<file path="src/rtl/bed_pkg.sv">
// Shared types and constants for the button event detector.
// Holds event codes, register indexes and the queued event record; no dependencies.
package bed_pkg;

    localparam int unsigned TIME_W   = 32;
    localparam int unsigned CFG_T_W  = 16;
    localparam int unsigned BTN_W    = 8;
    localparam int unsigned ADDR_W   = 5;
    localparam int unsigned DATA_W   = 32;
    localparam int unsigned REG_IX_W = 3;

    // Result queue geometry
    localparam int unsigned Q_DEPTH = 4;
    localparam int unsigned Q_AW    = $clog2(Q_DEPTH);
    localparam int unsigned Q_CW    = $clog2(Q_DEPTH + 1);

    typedef enum logic [2:0] {
        EV_PRESS   = 3'd0,
        EV_RELEASE = 3'd1,
        EV_CLICK   = 3'd2,
        EV_DOUBLE  = 3'd3,
        EV_LONG    = 3'd4
    } t_event_code;

    typedef enum logic [REG_IX_W-1:0] {
        REG_DEBOUNCE   = 3'd0,
        REG_LONG_PRESS = 3'd1,
        REG_DOUBLE_GAP = 3'd2,
        REG_DOUBLE_EN  = 3'd3,
        REG_BUTTON_ID  = 3'd4
    } t_reg_index;

    localparam logic [CFG_T_W-1:0] RST_DEBOUNCE   = 16'd20;
    localparam logic [CFG_T_W-1:0] RST_LONG_PRESS = 16'd1000;
    localparam logic [CFG_T_W-1:0] RST_DOUBLE_GAP = 16'd300;
    localparam logic               RST_DOUBLE_EN  = 1'b1;
    localparam logic [BTN_W-1:0]   RST_BUTTON_ID  = 8'd0;

    typedef struct packed {
        t_event_code             code;
        logic [BTN_W-1:0]        button;
        logic                    last;
    } t_event;

endpackage

</file>
<file path="src/rtl/button_event_detector.sv">
// Top level of the button event detector: APB register file, poll input register,
// event state machine and a small result queue. Depends on bed_pkg.
//
//  channel | direction | handshake          | payload
//  --------+-----------+--------------------+---------------------------------------
//  poll    | in        | i_valid / o_stall  | i_raw_level, i_now
//  event   | out       | o_valid / i_stall  | o_event_code, o_event_button, o_last_event
//  config  | in        | APB (psel,penable) | paddr, pwdata, prdata (pready tied high)
//
// A poll is taken into the input register and evaluated from there, and its zero, one
// or two events enter a four-entry result queue; the queue is registered, so the first
// event is on the outputs from the cycle after the poll is evaluated.
// One poll per cycle is sustained while the event side drains; the event port moves
// one event per cycle while i_stall is low, so polls that make two events can back up through the queue.
// Reset (synchronous, active low) returns the state machine to idle, clears its
// timestamps and flags, empties the queue and loads the register defaults.
// o_stall rises only when the held poll cannot enter the queue with room for two.
module button_event_detector (
    input  logic                          i_clk,
    input  logic                          i_rst_n,
    // Poll channel
    input  logic                          i_valid,
    output logic                          o_stall,
    input  logic                          i_raw_level,
    input  logic [bed_pkg::TIME_W-1:0]    i_now,
    // Event channel
    output logic                          o_valid,
    input  logic                          i_stall,
    output logic [2:0]                    o_event_code,
    output logic [bed_pkg::BTN_W-1:0]     o_event_button,
    output logic                          o_last_event,
    // Configuration port
    input  logic                          psel,
    input  logic                          penable,
    input  logic                          pwrite,
    input  logic [bed_pkg::ADDR_W-1:0]    paddr,
    input  logic [bed_pkg::DATA_W-1:0]    pwdata,
    output logic [bed_pkg::DATA_W-1:0]    prdata,
    output logic                          pready
);
    import bed_pkg::*;

    typedef enum logic [1:0] {
        ST_IDLE      = 2'd0,
        ST_DEB_PRESS = 2'd1,
        ST_PRESSED   = 2'd2,
        ST_DEB_REL   = 2'd3
    } t_state;

    // ------------------------------------------------------------------
    // Configuration registers
    // ------------------------------------------------------------------
    logic [CFG_T_W-1:0] r_debounce_time;
    logic [CFG_T_W-1:0] r_long_press_time;
    logic [CFG_T_W-1:0] r_double_gap_time;
    logic               r_double_enable;
    logic [BTN_W-1:0]   r_button_id;

    logic               cfg_wr;
    t_reg_index         cfg_ix;

    assign pready = 1'b1;
    assign cfg_wr = psel && penable && pwrite && pready;
    assign cfg_ix = t_reg_index'(paddr[ADDR_W-1:2]);

    always_ff @(posedge i_clk) begin
        if (!i_rst_n) begin
            r_debounce_time   <= RST_DEBOUNCE;
            r_long_press_time <= RST_LONG_PRESS;
            r_double_gap_time <= RST_DOUBLE_GAP;
            r_double_enable   <= RST_DOUBLE_EN;
            r_button_id       <= RST_BUTTON_ID;
        end else if (cfg_wr) begin
            case (cfg_ix)
                REG_DEBOUNCE:   r_debounce_time   <= pwdata[CFG_T_W-1:0];
                REG_LONG_PRESS: r_long_press_time <= pwdata[CFG_T_W-1:0];
                REG_DOUBLE_GAP: r_double_gap_time <= pwdata[CFG_T_W-1:0];
                REG_DOUBLE_EN:  r_double_enable   <= pwdata[0];
                REG_BUTTON_ID:  r_button_id       <= pwdata[BTN_W-1:0];
                default: ;      // addresses past the register list are ignored
            endcase
        end
    end

    // Read back is a plain mux over the register file.
    always_comb begin
        prdata = '0;
        case (cfg_ix)
            REG_DEBOUNCE:   prdata = {{(DATA_W-CFG_T_W){1'b0}}, r_debounce_time};
            REG_LONG_PRESS: prdata = {{(DATA_W-CFG_T_W){1'b0}}, r_long_press_time};
            REG_DOUBLE_GAP: prdata = {{(DATA_W-CFG_T_W){1'b0}}, r_double_gap_time};
            REG_DOUBLE_EN:  prdata = {{(DATA_W-1){1'b0}}, r_double_enable};
            REG_BUTTON_ID:  prdata = {{(DATA_W-BTN_W){1'b0}}, r_button_id};
            default:        prdata = '0;
        endcase
    end

    // ------------------------------------------------------------------
    // Poll input register
    // ------------------------------------------------------------------
    logic                r_in_valid;
    logic                r_raw;
    logic [TIME_W-1:0]   r_now;
    logic                advance;   // held poll is evaluated and its events queued

    logic [Q_CW-1:0]     r_cnt;

    // Always leave room for the worst case of two events per poll.
    assign advance = r_in_valid && (r_cnt <= Q_CW'(Q_DEPTH - 2));
    assign o_stall = r_in_valid && !advance;

    // ------------------------------------------------------------------
    // Event state machine
    // ------------------------------------------------------------------
    t_state             r_state,        n_state;
    logic [TIME_W-1:0]  r_edge_time,    n_edge_time;
    logic [TIME_W-1:0]  r_press_time,   n_press_time;
    logic [TIME_W-1:0]  r_click_time,   n_click_time;
    logic               r_click_pending, n_click_pending;
    logic               r_long_fired,   n_long_fired;
    logic               r_double_press, n_double_press;

    // Elapsed times wrap modulo 2^32.
    logic [TIME_W-1:0]  since_edge;
    logic [TIME_W-1:0]  since_press;
    logic [TIME_W-1:0]  since_click;
    logic               deb_done;
    logic               long_done;
    logic               gap_done;

    assign since_edge  = r_now - r_edge_time;
    assign since_press = r_now - r_press_time;
    assign since_click = r_now - r_click_time;
    assign deb_done    = since_edge  >= {{(TIME_W-CFG_T_W){1'b0}}, r_debounce_time};
    assign long_done   = since_press >= {{(TIME_W-CFG_T_W){1'b0}}, r_long_press_time};
    assign gap_done    = since_click >= {{(TIME_W-CFG_T_W){1'b0}}, r_double_gap_time};

    t_event_code        ev0_code;
    t_event_code        ev1_code;
    logic [1:0]         ev_num;

    always_comb begin
        n_state         = r_state;
        n_edge_time     = r_edge_time;
        n_press_time    = r_press_time;
        n_click_time    = r_click_time;
        n_click_pending = r_click_pending;
        n_long_fired    = r_long_fired;
        n_double_press  = r_double_press;
        ev0_code        = EV_PRESS;
        ev1_code        = EV_PRESS;
        ev_num          = 2'd0;

        case (r_state)
            ST_IDLE: begin
                // A new press wins over a click timeout in the same poll.
                if (r_raw) begin
                    n_edge_time = r_now;
                    n_state     = ST_DEB_PRESS;
                end else if (r_click_pending && gap_done) begin
                    n_click_pending = 1'b0;
                    ev0_code        = EV_CLICK;
                    ev_num          = 2'd1;
                end
            end
            ST_DEB_PRESS: begin
                if (!r_raw) begin
                    n_state = ST_IDLE;
                end else if (deb_done) begin
                    ev0_code     = EV_PRESS;
                    ev_num       = 2'd1;
                    n_press_time = r_now;
                    n_long_fired = 1'b0;
                    if (r_click_pending && r_double_enable && !gap_done) begin
                        n_click_pending = 1'b0;
                        n_double_press  = 1'b1;
                        ev1_code        = EV_DOUBLE;
                        ev_num          = 2'd2;
                    end else begin
                        n_double_press = 1'b0;
                    end
                    n_state = ST_PRESSED;
                end
            end
            ST_PRESSED: begin
                if (!r_raw) begin
                    n_edge_time = r_now;
                    n_state     = ST_DEB_REL;
                end else if (!r_long_fired && !r_double_press && long_done) begin
                    n_long_fired = 1'b1;
                    ev0_code     = EV_LONG;
                    ev_num       = 2'd1;
                end
            end
            default: begin
                if (r_raw) begin
                    n_state = ST_PRESSED;
                end else if (deb_done) begin
                    ev0_code = EV_RELEASE;
                    ev_num   = 2'd1;
                    // Arm a delayed click, or report it now when doubles are off.
                    if (!r_long_fired && !r_double_press) begin
                        if (r_double_enable) begin
                            n_click_pending = 1'b1;
                            n_click_time    = r_now;
                        end else begin
                            ev1_code = EV_CLICK;
                            ev_num   = 2'd2;
                        end
                    end
                    n_state = ST_IDLE;
                end
            end
        endcase
    end

    // ------------------------------------------------------------------
    // Result queue
    // ------------------------------------------------------------------
    t_event             r_queue [Q_DEPTH];
    logic [Q_AW-1:0]    r_wptr;
    logic [Q_AW-1:0]    r_rptr;
    logic [Q_CW-1:0]    push_num;
    logic               pop;
    t_event             ev0;
    t_event             ev1;
    t_event             head;

    assign push_num = advance ? Q_CW'(ev_num) : '0;
    assign pop      = o_valid && !i_stall;

    assign ev0 = '{code: ev0_code, button: r_button_id, last: (ev_num == 2'd1)};
    assign ev1 = '{code: ev1_code, button: r_button_id, last: 1'b1};

    assign head           = r_queue[r_rptr];
    assign o_valid        = (r_cnt != '0);
    assign o_event_code   = head.code;
    assign o_event_button = head.button;
    assign o_last_event   = head.last;

    always_ff @(posedge i_clk) begin
        if (!i_rst_n) begin
            r_in_valid      <= 1'b0;
            r_state         <= ST_IDLE;
            r_edge_time     <= '0;
            r_press_time    <= '0;
            r_click_time    <= '0;
            r_click_pending <= 1'b0;
            r_long_fired    <= 1'b0;
            r_double_press  <= 1'b0;
            r_wptr          <= '0;
            r_rptr          <= '0;
            r_cnt           <= '0;
        end else begin
            // Load a new poll whenever the input register is free or draining.
            if (!o_stall) begin
                r_in_valid <= i_valid;
                if (i_valid) begin
                    r_raw <= i_raw_level;
                    r_now <= i_now;
                end
            end

            if (advance) begin
                r_state         <= n_state;
                r_edge_time     <= n_edge_time;
                r_press_time    <= n_press_time;
                r_click_time    <= n_click_time;
                r_click_pending <= n_click_pending;
                r_long_fired    <= n_long_fired;
                r_double_press  <= n_double_press;
                if (ev_num != 2'd0) begin
                    r_queue[r_wptr] <= ev0;
                end
                if (ev_num == 2'd2) begin
                    r_queue[r_wptr + Q_AW'(1)] <= ev1;
                end
            end

            r_wptr <= r_wptr + push_num[Q_AW-1:0];
            if (pop) begin
                r_rptr <= r_rptr + Q_AW'(1);
            end
            r_cnt <= r_cnt + push_num - Q_CW'(pop);
        end
    end

endmodule
</file>
<file path="config.mk">
export PLATFORM = sky130hd
export DESIGN_NAME = button_event_detector
export DESIGN_NICKNAME = d
export VERILOG_FILES = /design/src/rtl/bed_pkg.sv /design/src/rtl/button_event_detector.sv
export SDC_FILE = /design/constraint.sdc
export NUM_CORES = 1
export LEC_CHECK = 0
export ABC_CLOCK_PERIOD_IN_PS = 9700
export BUFFER_PORTS_ARGS = -buffer_cell sky130_fd_sc_hd__buf_2
export CAP_MARGIN = 15
export CORE_MARGIN = 3
export CORE_UTILIZATION = 49
export DETAILED_ROUTE_END_ITERATION = 8
export GPL_ROUTABILITY_DRIVEN = 0
export GPL_TIMING_DRIVEN = 0
export PLACE_DENSITY = 0.7
export SETUP_SLACK_MARGIN = 0.5
export SYNTH_ARGS = -nofsm -noshare
export SYNTH_HDL_FRONTEND = slang
export SYNTH_SLANG_ARGS = --single-unit
</file>
<file path="constraint.sdc">
create_clock -name i_clk -period 9.7 [get_ports i_clk]
set_input_delay 1.94 -clock i_clk [delete_from_list [all_inputs] [get_ports i_clk]]
set_output_delay 1.94 -clock i_clk [all_outputs]
set_load 0.01 [all_outputs]
</file>
# Word level (Yosys, flattened, before mapping)
# Memories as Yosys holds them, arrays and structs flattened. A register that Yosys moved wholly into a read port is not among the register bits.
# Cells that the tools add are included.
# Widths: inputs -> output; s select.
[totals] ramBits=48 reg_bits=199 input_bits=77 n_memories=1
[mem_list] name="r_queue" depth=4 word_bits=12 rd=1 rd_clocked_by_memory_dff=1 wr=2 line_no="button_event_detector.sv:220" rtl="t_event r_queue [Q_DEPTH];"
[op_classes] order_cmp=4 n_reduce_logical=39 n_bitwise=4 add_sub_neg=8 muxes=65 eq_ne=19
[op_table] cell="$ge 32x16->1" n=3
[op_table] cell="$sub 32x32->32" n=3
[op_table] cell="$pmux 16 s5" n=1
[op_table] cell="$mux 32" n=2
[op_table] cell="$pmux 32 s2" n=1
[op_table] cell="$mux 2" n=25
[op_table] cell="$mux 1" n=28
[op_table] cell="$ne 2x2->1 const B" n=9
[op_table] cell="$pmux 2 s3" n=2
[op_table] cell="$reduce_and 6->1" n=2
[op_table] cell="$reduce_bool 3->1" n=4
[op_table] cell="$reduce_and 11->1" n=1
[op_table] cell="$logic_and 1x1->1" n=10
[op_table] cell="$reduce_and 2->1" n=5
[op_table] cell="$pmux 3 s3" n=1
[op_table] cell="$reduce_and 4->1" n=2
[op_table] cell="$eq 3x2->1 const B" n=2
[op_table] cell="$mux 3" n=2
[op_table] cell="$reduce_bool 2->1" n=3
[op_table] cell="$logic_not 1->1" n=5
[op_table] cell="$reduce_and 5->1" n=1
[op_table] cell="$add 2x1->2 const B" n=2
[op_table] cell="$eq 2x1->1 const B" n=2
[op_table] cell="$eq 2x2->1 const B" n=2
[op_table] cell="18 further kinds" n=21

# Longest topological paths before layout
# Gate-level depths: netlist of the first run.
[depth] word_depth=13 depth_mapped=29 mapped_depth_nobuf=28

# Worst setup path before layout of the first run
# OpenSTA, ideal clock, no wires.
[synth_path] path_kind="register to register" start="register r_now[1]" end="register r_cnt[1]" n_path_buf=1 required_time_ps=9585 t_arrival_ps=5744 path_stages_with_launch=27 setup_slack_ps=3841 setup_ps=115 synth_period_minus_slack_ps=5859 path_cell_list="edfxtp_1 > inv_1 > fa_1 > nor2b_4 > o2111a_2 > o311ai_4 > a2111oi_4 > nor2_1 > xnor2_1 > ha_1 > a21oi_1 > o21ai_0 > or4b_1 > a211oi_1 > nand3_1 > or3_1 > nor4b_1 > nand4bb_1 > and2_1 > buf_2 > nor3_1 > nand2b_1 > ha_1 > inv_1 > ha_1 > fa_1 > and2_1"
[synth_via] elab_chain_len=11 elab_cells_between_ends=23
[synth_rtl] item="start, declared" line_no="button_event_detector.sv:103" rtl="logic [TIME_W-1:0] r_now;"
[synth_rtl] item="start signal, assigned" line_no="button_event_detector.sv:260" rtl="r_now <= i_now;"
[synth_rtl] item="$sub 32x32->32" line_no="button_event_detector.sv:133" rtl="assign since_click = r_now - r_click_time;"
[synth_rtl] item="$ge 32x16->1" line_no="button_event_detector.sv:136" rtl="assign gap_done = since_click >= {{(TIME_W-CFG_T_W){1'b0}}, r_double_gap_time};"
[synth_rtl] item="$logic_not 1->1" line_no="button_event_detector.sv:174" rtl="if (r_click_pending && r_double_enable && !gap_done) begin"
[synth_rtl] item="$logic_and 1x1->1" line_no="button_event_detector.sv:174"
[synth_rtl] item="$mux 2" line_no="button_event_detector.sv:174"
[synth_rtl] item="$mux 2" line_no="button_event_detector.sv:169" rtl="end else if (deb_done) begin"
[synth_rtl] item="$mux 2" line_no="button_event_detector.sv:167" rtl="if (!r_raw) begin"
[synth_rtl] item="$pmux 2 s3 (*)" line_no="button_event_detector.sv:154" rtl="case (r_state)"
[synth_rtl] item="$mux 2 (*)" line_no="button_event_detector.sv:229" rtl="assign push_num = advance ? Q_CW'(ev_num) : '0;"
[synth_rtl] item="$add 3x2->3 (*)" line_no="button_event_detector.sv:284" rtl="r_cnt <= r_cnt + push_num - Q_CW'(pop);"
[synth_rtl] item="$sub 3x1->3 (*)" line_no="button_event_detector.sv:284"
[synth_rtl] item="end signal, assigned" line_no="button_event_detector.sv:284"
[synth_rtl] item="end, declared" line_no="button_event_detector.sv:106" rtl="logic [Q_CW-1:0] r_cnt;"
# Mark *: on every way between the ends. The rest lies on a longest branch, timed or not.
# A chain may end at the register's enable or synchronous reset.

# Worst setup path after layout of the first run
# Same ends and word-level chain as after synthesis.

==> impl_metrics.json, run 1 <==
{
  "run_status": "finished, violations left",
  "violations": "DRC",
  "clkPwrFrac_pct": 37.6,
  "ys_warn_count": 0,
  "cp.arrival_ns": 7.70,
  "period_share_pct": 74.4,
  "pwr-share-comb_pct": 24.3,
  "hold_path.class": "register to register",
  "synth_top_area_cell": "dfxtp_1",
  "fin_setup_tns_ns": 0,
  "fp.dieArea_um2": 38500,
  "synth_commonest_cells": "276 x nand2_1, 214 x a21oi_1, 203 x nor2_1",
  "grt.total_usage_pct": 26.8,
  "cts_tree": "yes",
  "first_iter_violations": 1401,
  "dpl-instance-area_um2": 18800,
  "cts_sinks": 249,
  "synth-edff-count": 73,
  "antenna_found_initial": 0,
  "fmax_mhz": 138,
  "ctsLongestPathBuffers": 3,
  "powerDensity_nw_per_um2": 152,
  "hpwl_um": 41300,
  "drtPass1Iterations": 8,
  "yosysSeqAreaShare_pct": 32.2,
  "netlist_instances": 2162,
  "avgSynthCellArea_um2": 8.20,
  "cts_resized": 0,
  "critPathLaunchType": "register",
  "n_antenna_cell": 0,
  "cap_violations": 0,
  "syn2layout_area_growth_pct": 11.9,
  "coreArea_um2": 35700,
  "grt_pass1_vias": 15900,
  "cts_buffers": 30,
  "drive_gt1_share_pct": 9.60,
  "hold_slack_ns": 0.455,
  "worstPathRequired_ns": 10.18,
  "ys_ff_latch": 249,
  "total_power_mw": 3.02,
  "postCtsSetupRepairBufs": 0,
  "path_clk_slew_ns": 0.06,
  "clkLatencyLatePin_ns": 0.60,
  "synth_area_leaders": "dfxtp_1 20%, edfxtp_1 12%, ha_1 11%",
  "finalWorstSetupSlack_ns": 2.48,
  "hold_violations": 0,
  "drt-wirelength-per-cell_um": 19.1,
  "nets": 2529,
  "p_seq_share_pct": 38.1,
  "cp-end-kind": "register",
  "switching_share_pct": 31.6,
  "cts_max_level": 1,
  "start_util_pct": 49.7,
  "ys_types": 95,
  "p_int_mw": 2.07,
  "vias": 16600,
  "hold_buffers": 0,
  "post-place-cells": 2727,
  "die_h_um": 196,
  "clock_skew_ns": 0.0233,
  "via_per_inst": 5.96,
  "finalNonFillerCells": 2783,
  "root_buffer": "clkbuf_16",
  "final_antenna_net_count": 0,
  "grt_first_pass_wirelength_um": 83700,
  "grt_max_degree": 21,
  "ys_dominant_reg_cell": "dfxtp_1",
  "critical_path_class": "register to register",
  "setup_violations": 0,
  "peakVddDrop_mv": 0.173,
  "p_leak_nw": 7.95,
  "synthesis.area_um2": 17700,
  "worst_pin_slew_ns": 1.00,
  "overflow": 0,
  "dp_slack_ns": 2.61,
  "remaining_drc_errors": 1,
  "p_switching_uw": 955,
  "fp.dieW_um": 196,
  "maxSlewHeadroom_pct": 32.7,
  "io_pins": 124,
  "rsz0062_at_grt": "false",
  "yosys.cell_count.top_type": "nand2_1",
  "async_flop_share_pct": 0,
  "rows": 69,
  "final_util_pct": 55.6,
  "final_max_slew_viol_count": 0,
  "routed_wl_um": 53100,
  "fin_crit_ns": 7.22,
  "crit_fanout": 9,
  "port_buffers": 86,
  "synth_top_area_share_pct": 19.9,
  "fin_area_um2": 19800
}
[worst max-delay path: stages, from the launching register on]
cell and delay, ns:
edfxtp_1 0.66, ha_1 0.32, nor2b_1 0.14, o31a_1 0.27, o31ai_1 0.67, nand2b_1 0.12
a21o_1 0.23, a21oi_1 0.15, o21bai_1 0.09, xor2_1 0.16, ha_1 0.30, a211oi_1 0.24
nor2_1 0.09, nor3_1 0.18, o21ai_0 0.15, a2111o_1 0.38, or4_1 0.48, nor4_1 0.24
nand4_1 0.47, and3_1 0.37, nor3_1 0.26, nand2b_1 0.15, ha_1 0.23, inv_1 0.06
ha_1 0.15, fa_1 0.40, and2_1 0.16
[registers in the layout (all words and copies together), names as in the netlist, 16 cells and up, named ones only]
name               flops
r_click_time          32
r_debounce_time       16
r_double_gap_time     16
r_edge_time           32
r_long_press_time     16
r_now                 32
r_press_time          32
r_queue               48
[logic make-up (layout without fill, tap and decap cells)]
logic type                 Yosys count  count (layout)  share of synthesized area (%)
and+or+nand+nor                    714             714                           18.4
AOI/OAI and AO/OA                  564             564                           20.9
buffers and inverters              305             450                           7.16
DFF                                249             249                           32.2
adders and majority gates          154             154                           11.0
muxes                              110             110                           7.07
xor gates and xnor gates            64              64                           3.16
other                                2              17                         0.0424
[cells in the final DEF, fill, tap and decap left out, types with 9 or more instances in the layout]
cell and instances:
nand2_1 276, a21oi_1 214, nor2_1 202, inv_1 179
dfxtp_1 176, ha_1 150, buf_2 103, mux2i_1 97
clkbuf_1 86, o21ai_0 78, edfxtp_1 73, nor3_1 38
xnor2_1 37, nand3_1 36, nand4_1 36, a21boi_1 33
clkbuf_16 30, a21o_1 28, xor2_1 27, o211ai_1 27
buf_4 22, a31oi_1 19, o21a_1 17, conb_1 17
or3_1 15, nand2b_1 15, a211oi_1 15, o22ai_1 14
and2_1 14, nor2b_1 12, nor4_1 12, mux4_2 12
and3_1 11, o21bai_1 10, a211o_1 9, or2_2 9
a2111oi_0 9
[power by group through the flow]
stage                     clock network (mW)  logic [mW]  registers (mW)
after global placement                     0       0.699            1.17
after CTS                               1.16       0.725            1.15
final                                   1.14       0.733            1.15
after global routing                    1.20       0.813            1.16
after floorplan                            0       0.530            1.15
after detailed placement                   0       0.720            1.17
[routing by layer]
| metal | vias to the layer above | routed length (um) | track usage [%] |
|---|---|---|---|
| li1 | 7954 | - | - |
| met1 | 7786 | 22600 | 35.1 |
| met2 | 688 | 24400 | 44.8 |
| met3 | 145 | 3870 | 4.14 |
| met4 | 0 | 2260 | 10.4 |
| met5 | - | 0 | 0 |
[layout make-up]
| cell class | count | area [um2] |
|---|---|---|
| Fill cell | 3322 | 15800 |
| Sequential cell | 249 | 5720 |
| Inverter | 180 | 676 |
| Clock buffer | 38 | 791 |
| Multi-Input combinational cell | 1623 | 10800 |
| Timing Repair Buffer | 89 | 468 |
| Buffer | 125 | 594 |
| Clock inverter | 18 | 211 |
| Tap cell | 461 | 577 |
[worst paths after layout]
kind              slack, ns  cells after the start            start               to
setup / recovery       2.48                     26         r_now[1]         r_cnt[1]
hold / removal         0.46                      2  r_edge_time[10]  r_edge_time[10]
setup reg to reg       2.48                     26         r_now[1]         r_cnt[1]
hold reg to reg        0.46                      2  r_edge_time[10]  r_edge_time[10]
Power figures use the tool's default switching activity.
==> run 2: changes to the inputs <==
--- a/config.mk
+++ b/config.mk
@@ -5,7 +5,8 @@
 export SDC_FILE = /design/constraint.sdc
 export NUM_CORES = 1
 export LEC_CHECK = 0
-export ABC_CLOCK_PERIOD_IN_PS = 9700
+export ABC_AREA = 1
+export ABC_CLOCK_PERIOD_IN_PS = 7100
 export BUFFER_PORTS_ARGS = -buffer_cell sky130_fd_sc_hd__buf_2
 export CAP_MARGIN = 15
 export CORE_MARGIN = 3
==> constraint.sdc (replaced) <==
create_clock -name i_clk -period 7.1 [get_ports i_clk]
set_input_delay 1.42 -clock i_clk [delete_from_list [all_inputs] [get_ports i_clk]]
set_output_delay 1.42 -clock i_clk [all_outputs]
set_load 0.01 [all_outputs]
==> run 2 against run 1 <==
The flow now finishes without violations. Worst hold slack lost 0.00054 ns. Register-to-register slack lost 1.0 ns. Global-route usage grew 1.2 points. Cell count grew 31%. Flip-flop and latch count is the same. Power grew 49%. Sequential share of layout area shrank 1.8 points. Maximum frequency grew 28%. Synthesized area grew 7.3%. Wire length grew 11%. Clock skew shrank 0.0023 ns. Largest power group unchanged. Highest routed layer unchanged.
==> impl_metrics.json, run 2 <==
{
  "synth_top_family_by_area": "simple AND/OR/NAND/NOR gates",
  "ctsLongestPathBuffers": 3,
  "coreArea_um2": 37900,
  "overflow": 0,
  "netlist_instances": 2971,
  "fp.dieW_um": 203,
  "port_buffers": 88,
  "synth_commonest_cells": "867 x nand2_1, 543 x inv_1, 280 x nor2_1",
  "cp-end-kind": "register",
  "remaining_drc_errors": 0,
  "cp.arrival_ns": 6.10,
  "ys_types": 48,
  "synthesis.area_um2": 19000,
  "routed_wl_um": 59000,
  "die_h_um": 203,
  "multi_input_area_um2": 10900,
  "cts_max_level": 1,
  "n_antenna_cell": 0,
  "critical_path_class": "register to register",
  "worst_r2r_startpoint": "r_now[1]",
  "hold_path.class": "register to register",
  "via_per_inst": 5.28,
  "regMostFlops": "r_queue",
  "critPathLaunchType": "register",
  "cts_tree": "yes",
  "worst_hold_path.endpoint": "r_click_time[0]",
  "cap_violations": 0,
  "worst_pin_slew_ns": 0.963,
  "first_iter_violations": 1900,
  "grt_pass1_vias": 17500,
  "drt-wirelength-per-cell_um": 16.2,
  "clock_skew_ns": 0.0211,
  "final_cell_mix": "867 x nand2_1, 543 x inv_1, 279 x nor2_1, 224 x a21oi_1, 188 x o21ai_0",
  "path_clk_slew_ns": 0.06,
  "cts_buffers": 29,
  "synth_area_leaders": "dfxtp_1 19%, nand2_1 17%, edfxtp_1 12%",
  "seq_area_um2": 5720,
  "muxShareOfSynthArea_pct": 0,
  "grt_max_degree": 22,
  "hpwl_um": 48700,
  "fp.dieArea_um2": 41200,
  "fin_setup_tns_ns": 0,
  "worst_path_largest_cell_delay_ns": 0.66,
  "largest_reg_flops": 48,
  "start_util_pct": 50.1,
  "fill_cells": 3783,
  "avgSynthCellArea_um2": 6.40,
  "synth-edff-count": 73,
  "p_leak_nw": 10.5,
  "synth_top_area_cell": "dfxtp_1",
  "synth_compound_area_share_pct": 13.2,
  "finalNonFillerCells": 3640,
  "cp_slowest_cell": "edfxtp_1",
  "synth-adder-area-share_pct": 10.3,
  "grt.total_usage_pct": 28.0,
  "post-place-cells": 3586,
  "root_buffer": "clkbuf_16",
  "yosys.cell_count.top_type": "nand2_1",
  "ys_ff_latch": 249,
  "postCtsSetupRepairBufs": 0,
  "ys_dominant_reg_cell": "dfxtp_1",
  "synthXorXnorAreaFrac_pct": 2.26,
  "maxSlewHeadroom_pct": 35.8,
  "peakVddDrop_mv": 0.162,
  "antenna_found_initial": 0,
  "path_common_cell": "nand2_1",
  "whs_path_depth": 2,
  "powerDensity_nw_per_um2": 214,
  "setup_violations": 0,
  "rsz0062_at_grt": "false",
  "synth_top_area_share_pct": 18.5,
  "final_antenna_net_count": 0,
  "async_flop_share_pct": 0,
  "yosysSeqAreaShare_pct": 30.1,
  "fmax_mhz": 177,
  "io_pins": 124,
  "nets": 3337,
  "rr_endpoint": "r_cnt[2]",
  "cts_resized": 0,
  "vias": 19200,
  "drive_gt1_share_pct": 7.19,
  "hold_violations": 0,
  "rows": 71,
  "hold_buffers": 0,
  "worstPathRequired_ns": 7.56,
  "period_share_pct": 79.5,
  "syn2layout_area_growth_pct": 11.2,
  "cts_sinks": 249,
  "clkLatencyLatePin_ns": 0.59,
  "final_common_cell": "nand2_1",
  "hold_path.startpoint": "r_click_time[0]",
  "final_max_slew_viol_count": 0,
  "rr_worst_depth": 30,
  "synthSimpleGateAreaFrac_pct": 31.5,
  "grt_first_pass_wirelength_um": 92500,
  "ys_warn_count": 0,
  "fin_crit_ns": 5.64,
  "crit_fanout": 9,
  "run_status": "complete, no violations",
  "rrSetupSlack_ns": 1.46,
  "drtPass1Iterations": 8
}
## run 2: cell types whose count changed after synthesis, moves of 35 or more
cell	before	now
inv_1	179	543
nor2_1	203	280
nand2_1	276	867
xnor2_1	37	2
mux2i_1	97	0
o21ai_0	78	188
nand3_1	36	137
## run 2: power by group
part	internal (mW)	total, mW	switching (mW)
registers	1.53	1.59	0.0610
logic	0.466	1.39	0.921
clock network	0.873	1.54	0.666
total	2.87	4.52	1.65
## run 2: worst max-delay path: cells and delay by family (launching register included)
kind	cells	cell delay, ns
AOI/OAI and AO/OA	3	0.28
xor gates and xnor gates	1	0.28
adders and majority gates	5	1.45
buffers and inverters	5	0.47
DFF	1	0.66
and+or+nand+nor	16	2.38
## run 2: final cells by class
class | instances | area share (%)
multi-input cells | 2110 | 51.7
flip-flops and latches | 249 | 27.0
inverters | 556 | 9.89
clock buffers | 31 | 3.47
well taps | 511 | 3.02
repair buffers | 89 | 2.18
plain buffers | 71 | 1.56
clock inverters | 23 | 1.14
## run 2: cell families after synthesis
| kind of cell | count (synthesis) |
|---|---|
| simple gates | 1419 |
| buf+inv | 627 |
| compound gates | 471 |
| flops | 249 |
| fa+ha+maj | 154 |
| xor+xnor | 49 |
| other cells | 2 |
## run 2: how the worst max path moves through the flow
stage	start	end	slack, ns
after CTS	r_now[1]	r_cnt[2]	1.60
after floorplan	r_now[0]	r_cnt[1]	2.80
after global placement	i_rst_n	r_now[11]	0.86
after global routing	r_now[1]	r_cnt[2]	1.15
after detailed placement	r_now[1]	r_cnt[2]	1.66
final	r_now[1]	r_cnt[2]	1.46
## run 2: metrics by stage
stage | instance area (um2) | power, mW | hold WS (ns) | util, % | worst slack, ns
2_1_floorplan | 19100 | 2.59 | 0.427 | - | 2.80
3_3_place_gp | 20200 | 2.94 | 0.441 | 53.1 | 0.863
3_5_place_dp | 20200 | 2.98 | 0.445 | 53.2 | 1.66
4_1_cts | 21200 | 4.52 | 0.454 | 55.8 | 1.60
5_1_grt | 21200 | 4.80 | 0.466 | 55.8 | 1.15
6_report | 21200 | 4.52 | 0.454 | 55.8 | 1.46
## run 2: routing by layer
layer	vias to the layer above	share of wire [%]	global-route usage [%]
met5	-	0	0
met4	0	5.2	13.1
met3	143	7.0	3.38
met2	655	44	45.8
met1	8722	44	37.0
li1	9687	-	-
